**config.mk**
```make
export PLATFORM = sky130hd
export DESIGN_NAME = windowed_throughput_eta_meter
export DESIGN_NICKNAME = d
export VERILOG_FILES = /design/src/hw/rtl/wtem_pkg.sv /design/src/hw/rtl/wtem_ram.sv /design/src/hw/rtl/wtem_muldiv.sv /design/src/hw/rtl/windowed_throughput_eta_meter.sv
export SDC_FILE = /design/constraint.sdc
export NUM_CORES = 2
export LEC_CHECK = 0
export BUFFER_PORTS_ARGS = -buffer_cell sky130_fd_sc_hd__buf_2
export CAP_MARGIN = 20
export CORE_MARGIN = 2
export CORE_UTILIZATION = 50
export CTS_BUF_LIST = sky130_fd_sc_hd__clkbuf_16
export CTS_CLUSTER_SIZE = 25
export DETAILED_ROUTE_END_ITERATION = 8
export PLACE_DENSITY = 0.66
export SKIP_CTS_REPAIR_TIMING = 1
export SLEW_MARGIN = 0
export SYNTH_ARGS = -nofsm -noshare
export SYNTH_HDL_FRONTEND = slang
export SYNTH_SLANG_ARGS = --single-unit
```
**constraint.sdc**
```tcl
create_clock -name clk -period 9.12 [get_ports clk]
set_input_delay 1.368 -clock clk [delete_from_list [all_inputs] [get_ports clk]]
set_output_delay 1.368 -clock clk [all_outputs]
set_load 0.01 [all_outputs]
```
**src/hw/rtl/wtem_pkg.sv**
```systemverilog
package wtem_pkg;

    localparam int WINDOW     = 16;

    localparam int REQ_W      = 2;
    localparam int BYTES_W    = 48;
    localparam int TIME_W     = 32;
    localparam int INTERVAL_W = 16;
    localparam int STABLE_W   = 5;
    localparam int CFG_IDX_W  = 2;

    localparam int IDX_W      = (WINDOW > 1) ? $clog2(WINDOW) : 1;
    localparam int FILL_W     = $clog2(WINDOW + 1);
    localparam int SUMB_W     = BYTES_W + $clog2(WINDOW);
    localparam int SUMM_W     = TIME_W + $clog2(WINDOW);
    localparam int PROD_W     = SUMB_W + SUMM_W;
    localparam int RAM_W      = BYTES_W + TIME_W;

    localparam int IN_DATA_W  = ((BYTES_W + TIME_W + 7) / 8) * 8;
    localparam int OUT_DATA_W = ((3 * BYTES_W + 2 + 7) / 8) * 8;

    localparam int RATE_SCALE = 1000;

    localparam logic [BYTES_W-1:0]    MAX48            = {BYTES_W{1'b1}};
    localparam logic [INTERVAL_W-1:0] INTERVAL_DEFAULT = INTERVAL_W'(500);
    localparam logic [STABLE_W-1:0]   STABLE_DEFAULT   = STABLE_W'(5);

    localparam logic [REQ_W-1:0] REQ_START    = 2'd0;
    localparam logic [REQ_W-1:0] REQ_PROGRESS = 2'd1;
    localparam logic [REQ_W-1:0] REQ_STOP     = 2'd2;

    localparam logic [CFG_IDX_W-1:0] CFG_TOTAL    = 2'd0;
    localparam logic [CFG_IDX_W-1:0] CFG_INTERVAL = 2'd1;
    localparam logic [CFG_IDX_W-1:0] CFG_STABLE   = 2'd2;

    // floor(a*b/d) request for the shared unit
    typedef struct packed {
        logic [SUMB_W-1:0] a;
        logic [SUMM_W-1:0] b;
        logic [SUMB_W-1:0] d;
    } md_req_t;

endpackage

```
**src/hw/rtl/wtem_ram.sv**
```systemverilog
module wtem_ram #(
    parameter int WIDTH = 8,
    parameter int DEPTH = 16,
    localparam int ADDR_W = (DEPTH > 1) ? $clog2(DEPTH) : 1
) (
    input  logic              clk,
    input  logic              we,
    input  logic [ADDR_W-1:0] addr,
    input  logic [WIDTH-1:0]  wdata,
    output logic [WIDTH-1:0]  rdata
);

    logic [WIDTH-1:0] mem [DEPTH];

    always_ff @(posedge clk)
    begin
        if (we)
        begin
            mem[addr] <= wdata;
        end
        rdata <= mem[addr];
    end

endmodule

```
**src/hw/rtl/wtem_muldiv.sv**
```systemverilog
module wtem_muldiv (
    input  logic                          clk,
    input  logic                          rst_n,
    input  logic                          start,
    input  wtem_pkg::md_req_t             req,
    output logic                          done,
    output logic [wtem_pkg::BYTES_W-1:0]  q
);
    import wtem_pkg::*;

    localparam int CNT_W = $clog2(PROD_W);

    typedef enum logic [1:0] {
        M_IDLE,
        M_MUL,
        M_DIV
    } md_state_t;

    md_state_t           state_reg, state_next;
    logic [CNT_W-1:0]    cnt_reg, cnt_next;
    logic [PROD_W-1:0]   prod_reg, prod_next;
    logic [SUMB_W-1:0]   mcand_reg, mcand_next;
    logic [SUMM_W-1:0]   mplier_reg, mplier_next;
    logic [SUMB_W-1:0]   div_reg, div_next;
    logic [SUMB_W-1:0]   rem_reg, rem_next;
    logic [BYTES_W-1:0]  quo_reg, quo_next;
    logic                ovf_reg, ovf_next;
    logic [BYTES_W-1:0]  q_reg, q_next;
    logic                done_reg, done_next;

    logic [SUMB_W:0]     trial;
    logic [SUMB_W:0]     diff;
    logic                ge;

    assign trial = {rem_reg, prod_reg[PROD_W-1]};
    assign diff  = trial - {1'b0, div_reg};
    assign ge    = trial >= {1'b0, div_reg};

    always_comb
    begin
        state_next  = state_reg;
        cnt_next    = cnt_reg;
        prod_next   = prod_reg;
        mcand_next  = mcand_reg;
        mplier_next = mplier_reg;
        div_next    = div_reg;
        rem_next    = rem_reg;
        quo_next    = quo_reg;
        ovf_next    = ovf_reg;
        q_next      = q_reg;
        done_next   = 1'b0;
        case (state_reg)
            M_IDLE:
            begin
                if (start)
                begin
                    mcand_next  = req.a;
                    mplier_next = req.b;
                    div_next    = req.d;
                    prod_next   = '0;
                    rem_next    = '0;
                    quo_next    = '0;
                    ovf_next    = 1'b0;
                    cnt_next    = CNT_W'(SUMM_W - 1);
                    state_next  = M_MUL;
                end
            end
            M_MUL:
            begin
                // MSB-first shift-add
                prod_next   = {prod_reg[PROD_W-2:0], 1'b0}
                            + (mplier_reg[SUMM_W-1] ? PROD_W'(mcand_reg) : '0);
                mplier_next = {mplier_reg[SUMM_W-2:0], 1'b0};
                if (cnt_reg == '0)
                begin
                    cnt_next   = CNT_W'(PROD_W - 1);
                    state_next = M_DIV;
                end
                else
                begin
                    cnt_next = cnt_reg - CNT_W'(1);
                end
            end
            M_DIV:
            begin
                // restoring division, one quotient bit a cycle
                prod_next = {prod_reg[PROD_W-2:0], 1'b0};
                rem_next  = ge ? diff[SUMB_W-1:0] : trial[SUMB_W-1:0];
                ovf_next  = ovf_reg | quo_reg[BYTES_W-1];
                quo_next  = {quo_reg[BYTES_W-2:0], ge};
                if (cnt_reg == '0)
                begin
                    q_next     = (ovf_reg | quo_reg[BYTES_W-1]) ? MAX48
                               : {quo_reg[BYTES_W-2:0], ge};
                    done_next  = 1'b1;
                    state_next = M_IDLE;
                end
                else
                begin
                    cnt_next = cnt_reg - CNT_W'(1);
                end
            end
            default:
            begin
                state_next = M_IDLE;
            end
        endcase
    end

    always_ff @(posedge clk or negedge rst_n)
    begin
        if (!rst_n)
        begin
            state_reg <= M_IDLE;
            cnt_reg   <= '0;
            done_reg  <= 1'b0;
            q_reg     <= '0;
        end
        else
        begin
            state_reg <= state_next;
            cnt_reg   <= cnt_next;
            done_reg  <= done_next;
            q_reg     <= q_next;
        end
    end

    always_ff @(posedge clk)
    begin
        prod_reg   <= prod_next;
        mcand_reg  <= mcand_next;
        mplier_reg <= mplier_next;
        div_reg    <= div_next;
        rem_reg    <= rem_next;
        quo_reg    <= quo_next;
        ovf_reg    <= ovf_next;
    end

    assign done = done_reg;
    assign q    = q_reg;

endmodule

```
**src/hw/rtl/windowed_throughput_eta_meter.sv**
```systemverilog
// Transfer rate and ETA meter over a sliding window of 16 samples. Each input word is a start,
// progress or stop request (tuser) with a cumulative byte count and a ms timestamp (tdata);
// each one returns exactly one output word with the current rate, window average rate, ETA,
// stability and active flags, and tuser set when a new sample was taken. A progress item that
// takes a sample runs three floor(a*b/d) passes on one shared bit-serial multiply/divide unit,
// and skips the ETA pass when the ETA is unknown; a zero-interval item that only refreshes the
// ETA runs the ETA pass alone, or no pass when the ETA is unknown. An item waits in S_DONE
// while the output register is full and not drained. The sample ring needs no clearing pass.
// The result sits in an output register, so a new word is taken while the last result waits.
module windowed_throughput_eta_meter (
    input  logic                              clk,
    input  logic                              rst_n,

    input  logic                              s_axis_tvalid,
    output logic                              s_axis_tready,
    input  logic [wtem_pkg::IN_DATA_W-1:0]    s_axis_tdata,  // bytes_done, now_ms
    input  logic [wtem_pkg::REQ_W-1:0]        s_axis_tuser,  // req_type

    output logic                              m_axis_tvalid,
    input  logic                              m_axis_tready,
    output logic [wtem_pkg::OUT_DATA_W-1:0]   m_axis_tdata,  // current_rate, average_rate,
                                                             // eta_ms, eta_stable, active
    output logic [0:0]                        m_axis_tuser,  // recomputed

    input  logic                              cfg_valid,
    output logic                              cfg_ready,
    input  logic [wtem_pkg::CFG_IDX_W-1:0]    cfg_index,
    input  logic [wtem_pkg::BYTES_W-1:0]      cfg_data
);
    import wtem_pkg::*;

    localparam int CMP_W = (FILL_W > STABLE_W) ? FILL_W : STABLE_W;

    typedef enum logic [3:0] {
        S_IDLE,
        S_RD,
        S_RATE_W,
        S_AVG_W,
        S_ETA,
        S_ETA_W,
        S_DONE
    } state_t;

    state_t                   state_reg, state_next;
    logic [BYTES_W-1:0]       total_reg, total_next;
    logic [INTERVAL_W-1:0]    interval_reg, interval_next;
    logic [STABLE_W-1:0]      stable_cnt_reg, stable_cnt_next;

    logic                     running_reg, running_next;
    logic [TIME_W-1:0]        last_time_reg, last_time_next;
    logic [BYTES_W-1:0]       prev_bytes_reg, prev_bytes_next;
    logic [BYTES_W-1:0]       bytes_now_reg, bytes_now_next;
    logic [FILL_W-1:0]        fill_reg, fill_next;
    logic [IDX_W-1:0]         head_reg, head_next;
    logic [SUMB_W-1:0]        sumb_reg, sumb_next;
    logic [SUMM_W-1:0]        summ_reg, summ_next;
    logic [BYTES_W-1:0]       rate_now_reg, rate_now_next;
    logic [BYTES_W-1:0]       rate_avg_reg, rate_avg_next;
    logic [BYTES_W-1:0]       eta_reg, eta_next;
    logic                     stable_reg, stable_next;
    logic                     fresh_reg, fresh_next;
    logic [TIME_W-1:0]        elapsed_reg, elapsed_next;
    logic [BYTES_W-1:0]       delta_reg, delta_next;

    logic                     out_valid_reg, out_valid_next;
    logic [OUT_DATA_W-1:0]    out_data_reg, out_data_next;
    logic                     out_user_reg, out_user_next;

    logic [BYTES_W-1:0]       in_bytes;
    logic [TIME_W-1:0]        in_now;
    logic [TIME_W-1:0]        elapsed;
    logic [BYTES_W-1:0]       remaining;
    logic                     full;
    logic [RAM_W-1:0]         ram_rdata;
    logic [BYTES_W-1:0]       old_bytes;
    logic [TIME_W-1:0]        old_ms;
    logic                     ram_we;

    md_req_t                  md_req;
    logic                     md_start;
    logic                     md_done;
    logic [BYTES_W-1:0]       md_q;

    assign in_bytes  = s_axis_tdata[BYTES_W-1:0];
    assign in_now    = s_axis_tdata[BYTES_W+TIME_W-1:BYTES_W];
    assign elapsed   = in_now - last_time_reg;
    assign remaining = (total_reg > bytes_now_reg) ? total_reg - bytes_now_reg : '0;
    assign full      = fill_reg >= FILL_W'(WINDOW);
    assign old_bytes = ram_rdata[BYTES_W-1:0];
    assign old_ms    = ram_rdata[RAM_W-1:BYTES_W];
    assign ram_we    = state_reg == S_RD;

    wtem_ram #(
        .WIDTH (RAM_W),
        .DEPTH (WINDOW)
    ) u_ring (
        .clk   (clk),
        .we    (ram_we),
        .addr  (head_reg),
        .wdata ({elapsed_reg, delta_reg}),
        .rdata (ram_rdata)
    );

    wtem_muldiv u_muldiv (
        .clk   (clk),
        .rst_n (rst_n),
        .start (md_start),
        .req   (md_req),
        .done  (md_done),
        .q     (md_q)
    );

    always_comb
    begin
        md_start = 1'b0;
        md_req.a = SUMB_W'(remaining);
        md_req.b = summ_reg;
        md_req.d = sumb_reg;
        case (state_reg)
            S_RD:
            begin
                md_start = 1'b1;
                md_req.a = SUMB_W'(delta_reg);
                md_req.b = SUMM_W'(RATE_SCALE);
                md_req.d = SUMB_W'(elapsed_reg);
            end
            S_RATE_W:
            begin
                md_start = md_done;
                md_req.a = sumb_reg;
                md_req.b = SUMM_W'(RATE_SCALE);
                md_req.d = SUMB_W'(summ_reg);
            end
            S_ETA:
            begin
                md_start = (total_reg != '0) && (sumb_reg != '0);
            end
            default:
            begin
                md_start = 1'b0;
            end
        endcase
    end

    always_comb
    begin
        state_next      = state_reg;
        total_next      = total_reg;
        interval_next   = interval_reg;
        stable_cnt_next = stable_cnt_reg;
        running_next    = running_reg;
        last_time_next  = last_time_reg;
        prev_bytes_next = prev_bytes_reg;
        bytes_now_next  = bytes_now_reg;
        fill_next       = fill_reg;
        head_next       = head_reg;
        sumb_next       = sumb_reg;
        summ_next       = summ_reg;
        rate_now_next   = rate_now_reg;
        rate_avg_next   = rate_avg_reg;
        eta_next        = eta_reg;
        stable_next     = stable_reg;
        fresh_next      = fresh_reg;
        elapsed_next    = elapsed_reg;
        delta_next      = delta_reg;
        out_valid_next  = out_valid_reg & ~m_axis_tready;
        out_data_next   = out_data_reg;
        out_user_next   = out_user_reg;

        if (cfg_valid)
        begin
            case (cfg_index)
                CFG_TOTAL:    total_next      = cfg_data;
                CFG_INTERVAL: interval_next   = cfg_data[INTERVAL_W-1:0];
                CFG_STABLE:   stable_cnt_next = cfg_data[STABLE_W-1:0];
                default:      total_next      = total_reg;
            endcase
        end

        case (state_reg)
            S_IDLE:
            begin
                if (s_axis_tvalid)
                begin
                    fresh_next = 1'b0;
                    state_next = S_DONE;
                    case (s_axis_tuser)
                        REQ_START:
                        begin
                            running_next    = 1'b1;
                            last_time_next  = in_now;
                            prev_bytes_next = '0;
                            bytes_now_next  = '0;
                            fill_next       = '0;
                            head_next       = '0;
                            sumb_next       = '0;
                            summ_next       = '0;
                            rate_now_next   = '0;
                            rate_avg_next   = '0;
                            eta_next        = '0;
                            stable_next     = 1'b0;
                        end
                        REQ_PROGRESS:
                        begin
                            if (running_reg)
                            begin
                                bytes_now_next = in_bytes;
                                if (elapsed >= TIME_W'(interval_reg))
                                begin
                                    last_time_next = in_now;
                                    if (elapsed != '0)
                                    begin
                                        elapsed_next = elapsed;
                                        delta_next   = (in_bytes >= prev_bytes_reg)
                                                     ? in_bytes - prev_bytes_reg : '0;
                                        state_next   = S_RD;
                                    end
                                    else
                                    begin
                                        state_next = S_ETA;
                                    end
                                end
                            end
                        end
                        REQ_STOP:
                        begin
                            running_next = 1'b0;
                        end
                        default:
                        begin
                            state_next = S_DONE;
                        end
                    endcase
                end
            end
            S_RD:
            begin
                // evicted sample is on ram_rdata; new one written at head
                prev_bytes_next = bytes_now_reg;
                sumb_next = sumb_reg - (full ? SUMB_W'(old_bytes) : '0)
                          + SUMB_W'(delta_reg);
                summ_next = summ_reg - (full ? SUMM_W'(old_ms) : '0)
                          + SUMM_W'(elapsed_reg);
                if (!full)
                begin
                    fill_next = fill_reg + FILL_W'(1);
                end
                head_next  = (head_reg == IDX_W'(WINDOW - 1)) ? '0 : head_reg + IDX_W'(1);
                fresh_next = 1'b1;
                state_next = S_RATE_W;
            end
            S_RATE_W:
            begin
                if (md_done)
                begin
                    rate_now_next = md_q;
                    state_next    = S_AVG_W;
                end
            end
            S_AVG_W:
            begin
                if (md_done)
                begin
                    rate_avg_next = md_q;
                    state_next    = S_ETA;
                end
            end
            S_ETA:
            begin
                if ((total_reg == '0) || (sumb_reg == '0))
                begin
                    eta_next    = '0;
                    stable_next = 1'b0;
                    state_next  = S_DONE;
                end
                else
                begin
                    stable_next = CMP_W'(fill_reg) >= CMP_W'(stable_cnt_reg);
                    state_next  = S_ETA_W;
                end
            end
            S_ETA_W:
            begin
                if (md_done)
                begin
                    eta_next   = md_q;
                    state_next = S_DONE;
                end
            end
            S_DONE:
            begin
                if (!out_valid_reg || m_axis_tready)
                begin
                    out_valid_next = 1'b1;
                    out_user_next  = fresh_reg;
                    out_data_next  = OUT_DATA_W'({running_reg, stable_reg, eta_reg,
                                                  rate_avg_reg, rate_now_reg});
                    state_next     = S_IDLE;
                end
            end
            default:
            begin
                state_next = S_IDLE;
            end
        endcase
    end

    always_ff @(posedge clk or negedge rst_n)
    begin
        if (!rst_n)
        begin
            state_reg      <= S_IDLE;
            total_reg      <= '0;
            interval_reg   <= INTERVAL_DEFAULT;
            stable_cnt_reg <= STABLE_DEFAULT;
            running_reg    <= 1'b0;
            last_time_reg  <= '0;
            prev_bytes_reg <= '0;
            bytes_now_reg  <= '0;
            fill_reg       <= '0;
            head_reg       <= '0;
            sumb_reg       <= '0;
            summ_reg       <= '0;
            rate_now_reg   <= '0;
            rate_avg_reg   <= '0;
            eta_reg        <= '0;
            stable_reg     <= 1'b0;
            fresh_reg      <= 1'b0;
            elapsed_reg    <= '0;
            delta_reg      <= '0;
            out_valid_reg  <= 1'b0;
            out_data_reg   <= '0;
            out_user_reg   <= 1'b0;
        end
        else
        begin
            state_reg      <= state_next;
            total_reg      <= total_next;
            interval_reg   <= interval_next;
            stable_cnt_reg <= stable_cnt_next;
            running_reg    <= running_next;
            last_time_reg  <= last_time_next;
            prev_bytes_reg <= prev_bytes_next;
            bytes_now_reg  <= bytes_now_next;
            fill_reg       <= fill_next;
            head_reg       <= head_next;
            sumb_reg       <= sumb_next;
            summ_reg       <= summ_next;
            rate_now_reg   <= rate_now_next;
            rate_avg_reg   <= rate_avg_next;
            eta_reg        <= eta_next;
            stable_reg     <= stable_next;
            fresh_reg      <= fresh_next;
            elapsed_reg    <= elapsed_next;
            delta_reg      <= delta_next;
            out_valid_reg  <= out_valid_next;
            out_data_reg   <= out_data_next;
            out_user_reg   <= out_user_next;
        end
    end

    assign s_axis_tready = state_reg == S_IDLE;
    assign m_axis_tvalid = out_valid_reg;
    assign m_axis_tdata  = out_data_reg;
    assign m_axis_tuser  = out_user_reg;
    assign cfg_ready     = 1'b1;

`ifndef SYNTH
    a_fill_bound: assert property (@(posedge clk) disable iff (!rst_n)
        fill_reg <= FILL_W'(WINDOW))
        else $error("ring fill beyond window");

    a_head_tracks_fill: assert property (@(posedge clk) disable iff (!rst_n)
        (fill_reg < FILL_W'(WINDOW)) |-> (FILL_W'(head_reg) == fill_reg))
        else $error("ring head out of step with fill");

    a_empty_sums: assert property (@(posedge clk) disable iff (!rst_n)
        (fill_reg == '0) |-> ((sumb_reg == '0) && (summ_reg == '0)))
        else $error("window sums nonzero with empty ring");

    a_fresh_active: assert property (@(posedge clk) disable iff (!rst_n)
        (m_axis_tvalid && m_axis_tuser[0]) |-> m_axis_tdata[3*BYTES_W+1])
        else $error("sample reported while inactive");
`endif

endmodule
```
# Yosys cells after proc, flatten, opt, wreduce, memory -nomap -nowiden
# Memory sizes are Yosys's and may differ from the RTL's. A register that Yosys moved wholly into a read port is not among the register bits.
# Cells that the tools add are included.
# totals
register_bits	1060
ramBits	1280
output_inout_bits	156
elab_cells	207
n_memories	1
# classes
addsub	12
n_lt_le_gt_ge	6
eq_ne	27
mux	78
bitwise_logic	3
n_reduce_logical	47
# mem_list
name	words	word_bits	rd	rd_ports_with_merged_regs	write_ports	line_no	source
u_ring.mem	16	80	1	1	1	wtem_ram.sv:13	logic [WIDTH-1:0] mem [DEPTH];
# ops
op	n
$mux W48	10
$pmux W48 S2	5
$pmux W140 S2	1
$pmux W88 S3	1
$mux W52	5
$pmux W52 S2	2
$pmux W36 S2	2
$pmux W48 S3	1
$mux W36	3
$mux W32	3
$sub A48 B48 Y48	2
$add A88 B88 Y88	1
$mux W88	1
$pmux W32 S2	1
$ge A53 B52 Y1	1
$add A52 B48 Y52	1
$logic_not A52 Y1	1
$reduce_bool A52 Y1	1
$sub A52 B48 Y52	1
$sub A52 B52 Y52	1
$ge A48 B48 Y1	1
$gt A48 B48 Y1	1
$logic_not A48 Y1	1
$reduce_bool A48 Y1	1
other kinds (47)	125

# Longest topological paths before layout
# logic_depth
depth_word	8
mapped_depth	21
depth_no_buf	19

# Hierarchy
# Synthesis repeated with hierarchy kept, for this count alone.
# unflattened
cells_unflattened	8764
hier_area_um2	114031.9
# modules_own_cells
mod	n_inst	cells_per_inst	area_each_um2	seq_area_each_um2
wtem_ram	1	2055	49587.6	40038.4
windowed_throughput_eta_meter	1	4610	42225.5	16826.1
wtem_muldiv	1	2099	22218.8	11330.9

# Least setup slack after synthesis
# OpenSTA, ideal clock, no wires.
# synth_path
path_kind	reg2reg
startpoint	reg state_reg[1]
endpoint	mem u_ring.mem[0][0] in the netlist's numbering, enable pin
arrival_time_ns	7.231
required_time_ns	8.504
slack_ns	1.273
stages_incl_launch_ff	9
path_buffers	4
period_less_slack_ns	7.847
cell_sequence	dfrtp_1 -> clkbuf_1 -> nand2b_1 -> nor2_1 -> clkbuf_1 -> clkbuf_1 -> clkbuf_1 -> nand2_1 -> nor3_1
# synth_via
elab_chain_len	3
# synth_lines
item	line_no	source
from (decl)	windowed_throughput_eta_meter.sv:44	state_t state_reg, state_next;
from (signal assigned)	windowed_throughput_eta_meter.sv:337	state_reg <= state_next;
$eq A4 B1 Y1	windowed_throughput_eta_meter.sv:91	assign ram_we = state_reg == S_RD;
$mux W1	wtem_ram.sv:17	if (we)
$mux W1 (implied by the code)	wtem_ram.sv:19	mem[addr] <= wdata;
to (decl)	wtem_ram.sv:13	
# Every way passes these cells.

# Final worst setup path
# layout_path
startpoint	in s_axis_tdata[48] in the netlist's numbering
endpoint	reg state_reg[0]
# layout_via
elab_chain_len	8
# layout_lines
item	line_no	source
from (decl)	windowed_throughput_eta_meter.sv:16	input logic [wtem_pkg::IN_DATA_W-1:0] s_axis_tdata,
$sub A32 B32 Y32 *	windowed_throughput_eta_meter.sv:86	assign elapsed = in_now - last_time_reg;
named net elapsed[4]	windowed_throughput_eta_meter.sv:71	logic [TIME_W-1:0] elapsed;
parallel branches: the longest is 2 deep, another holds $ge A32 B16 Y1	-	
$mux W3 *	windowed_throughput_eta_meter.sv:208	if (elapsed >= TIME_W'(interval_reg))
$mux W3 *	windowed_throughput_eta_meter.sv:205	if (running_reg)
$mux W3 *	windowed_throughput_eta_meter.sv:187	case (s_axis_tuser)
$mux W4 *	windowed_throughput_eta_meter.sv:183	if (s_axis_tvalid)
$pmux W4 S7 *	windowed_throughput_eta_meter.sv:180	case (state_reg)
# Mark *: on every way through the listed nets, which the timed path passes. The select of a mux whose other input is x is not followed.
# A chain may end at the register's enable or synchronous reset.

==> flow_summary_export.csv <==
group,metric,value,unit
clocking,insertion_delay,0.95,ns
grt,grt_antenna_before_repair,31,
worst_setup_path,cp.required,9.91,ns
synth,syn_inst,8322,
hold_path,hp-class,"reg2reg",
detailed_routing,first_pass_iters,8,
detailed_routing,final_antenna_net_count,0,
clocking,cts_tree,"done",
synth,ys_seq_elements,2419,
timing,max_freq,0.175,GHz
floorplanning,num_rows,174,
timing,fin_crit_sh,62.5,%
outcome,outcome,"completed",
hold_path,whs_path_depth,1,
placed_design,io_buffer_count,285,
timing,fin_hold_ws,0.476,ns
grt,track_usage,27.7,%
floorplanning,start_util,50.3,%
synth,seq_area_frac_synth,60.3,%
worst_setup_path,path_max_fanout,32,
floorplanning,die_area,0.230,sq mm
timing,setup-tns-final,0,ns
clocking,cts-root-buf,"clkbuf_16",
detailed_routing,vias,73100,
timing,fin_ws,3.42,ns
timing,worstMarginPinSlew,1.16,ns
run,max-cap-violations,0,
synth,synth_top_area_cell,"edfxtp_1",
synth,synth.distinct_cells,86,
detailed_routing,routed_wl,322000,um
grt,grt_first_pass_wirelength,474000,um
clocking,htreeDepth,5,
placed_design,dpl.hpwl,211000,um
synth,yosysWarnings,0,
timing,clock_skew,0.0860,ns
hold_path,holdCritStartpoint,"u_muldiv.quo_reg[11]",
finish,layout-drive-gt1-share,17.5,%
synth,syn_area_per_cell,13.6,sq um
clocking,clockBufferDepth,4,
clocking,path_clk_slew,0.06,ns
floorplanning,pin_count,293,
clocking,cts_buffers,275,
hold_path,hold_end,"u_muldiv.q[12]",
placed_design,place.gp.congestion,0.953,
worst_setup_path,rr_worst_depth,16,
worst_setup_path,r2r_start,"fill_reg[4]",
pwr,total_power,0.0469,W
timing,hold_violations,0,
synth,async_flop_share,30.2,%
synth,ys.flop_type,"edfxtp_1",
clocking,clkSinkCount,2419,
grt,grt_pass1_vias,71600,
synth,mappedNetlistArea,0.113,sq mm
worst_setup_path,crit_path_start_kind,"input port",
timing,rsz0062_at_grt,"false",
timing,min_period,5.70,ns
pwr,power.leakage,49.9,nW
synth,netlist_top_cells_count,"edfxtp_1, dfrtp_1, inv_1",
timing,setup_viol,0,
detailed_routing,drc_errors,0,
worst_setup_path,cp.arrival,6.50,ns
detailed_routing,drtIter0Drc,8013,
worst_setup_path,r2r_slack,3.43,ns
worst_setup_path,r2r_end,"sumb_reg[49]",
worst_setup_path,critPathKind,"in2reg",
detailed_routing,routedWlPerCell,27.3,um
synth,synth_area_leaders,"edfxtp_1, dfrtp_1, mux4_2",
finish,nNetsFinal,9186,
grt,overflow,0,
timing,slew_headroom,22.1,%
pwr,power_density,370,mW/mm^2
synth,synth_edf_count,1609,
floorplanning,die_h,480,um
finish,fillers,18000,
timing,slew_viol_final,0,
detailed_routing,avgViaCountPerCell,6.19,
floorplanning,die_w,480,um
finish,largest_register_ffs,1280,
placed_design,pre_cts_ws,2.51,ns
grt,grt_max_degree,151,
synth,yosysMostFrequentCell,"edfxtp_1",
floorplanning,coreArea,0.225,sq mm
synth,synth_top_area_share,42.7,%
pwr,ir_worst_vdd,0.219,mV
finish,area_growth,12.1,%
worst_setup_path,cp-end-kind,"flop",
==> layout by cell type, fill, tap and decap left out, types with 53 or more instances in the layout <==
master and count:
ha_1 349, mux2_2 251, dfrtp_1 716, nand2_1 524
nor2_1 213, mux4_2 400, buf_4 131, xor2_1 122
o21ai_0 445, a21oi_1 333, a21o_1 201, a22o_1 106
fa_1 85, o31ai_1 91, dfxtp_1 80, clkbuf_16 287
edfxtp_1 1609, inv_1 678, clkinv_1 53, and2_1 204
nand3_1 178, a22oi_1 86, buf_2 288, nand4_1 68
nor2b_1 69, nor3_1 69, xnor2_1 152, o22ai_1 130
==> area by class of cell <==
class / instances / area (sq um) / area share [%]
sequential: 2419 / 68200 / 53.8
antenna: 11 / 27.5 / 0.0217
inverter: 623 / 2340 / 1.84
clock buffer: 287 / 7180 / 5.66
timing repair buffer: 430 / 2650 / 2.09
tap: 2992 / 3740 / 2.95
multi-input combinational: 4864 / 41300 / 32.6
clock inverter: 185 / 1420 / 1.12
==> cells by family (layout without fill, tap and decap cells) <==
| kind of cell | after synthesis | in the layout | share of synthesized area, % |
|---|---|---|---|
| buffers and inverters | 1044 | 1525 | 3.52 |
| XOR/XNOR | 274 | 274 | 2.12 |
| other | 2 | 18 | 0.00664 |
| AO/OA/AOI/OAI | 1829 | 1829 | 10.6 |
| multiplexers | 720 | 720 | 11.1 |
| flip-flops | 2419 | 2419 | 60.3 |
| AND/OR/NAND/NOR | 1598 | 1598 | 6.98 |
| adder cells (fa/ha/maj) | 436 | 436 | 5.38 |
==> where the power goes <==
part	total [W]	leakage, nW	internal, W	switching (W)
Combinational	0.0198	20.4	0.00782	0.0120
Sequential	0.0165	25.1	0.0146	0.00185
Clock	0.0107	4.42	0.00629	0.00438
==> through the flow <==
stage               instances  area [sq um]  utilization [%]
floorplan                8327        113000                -
global placement        11300        118000             52.5
detailed placement      11300        118000             52.6
finish                  11800        127000             56.4
CTS                     11800        127000             56.4
global route            11800        127000             56.4
==> worst max-delay path, stage by stage <==
cell and delay, ns:
buf_2 0.10, inv_1 0.05, ha_1 0.17, inv_1 0.06, fa_1 0.42, a21o_1 0.18
a211oi_1 0.24, nor2_1 0.11, or4b_1 0.49, or3_1 0.31, or4_1 0.41, or4_1 0.39
or4b_1 0.53, a211oi_4 0.28, buf_4 0.39, buf_4 0.42, o21bai_1 0.14, a311o_1 0.37
==> worst max path at each step <==
stage / end / start / slack (ns) / cells past startpoint
CTS: state_reg[0] / s_axis_tdata[48] / 3.48 / 18
finish: state_reg[0] / s_axis_tdata[48] / 3.42 / 18
detailed placement: state_reg[0] / s_axis_tdata[48] / 2.51 / 18
floorplan: u_ring.mem[0][0] / state_reg[1] / 1.27 / 8
global route: state_reg[0] / s_axis_tdata[48] / 3.25 / 18
global placement: state_reg[0] / s_axis_tdata[48] / 2.51 / 18
==> routing by layer <==
layer	track usage (%)	wire length (um)	vias to the layer above
met5	0	76	-
met3	4.72	24700	581
met2	43.1	149000	2996
met1	39.5	137000	37700
met4	9.43	11900	12
li1	-	-	31800
Power figures use the tool's default switching activity.
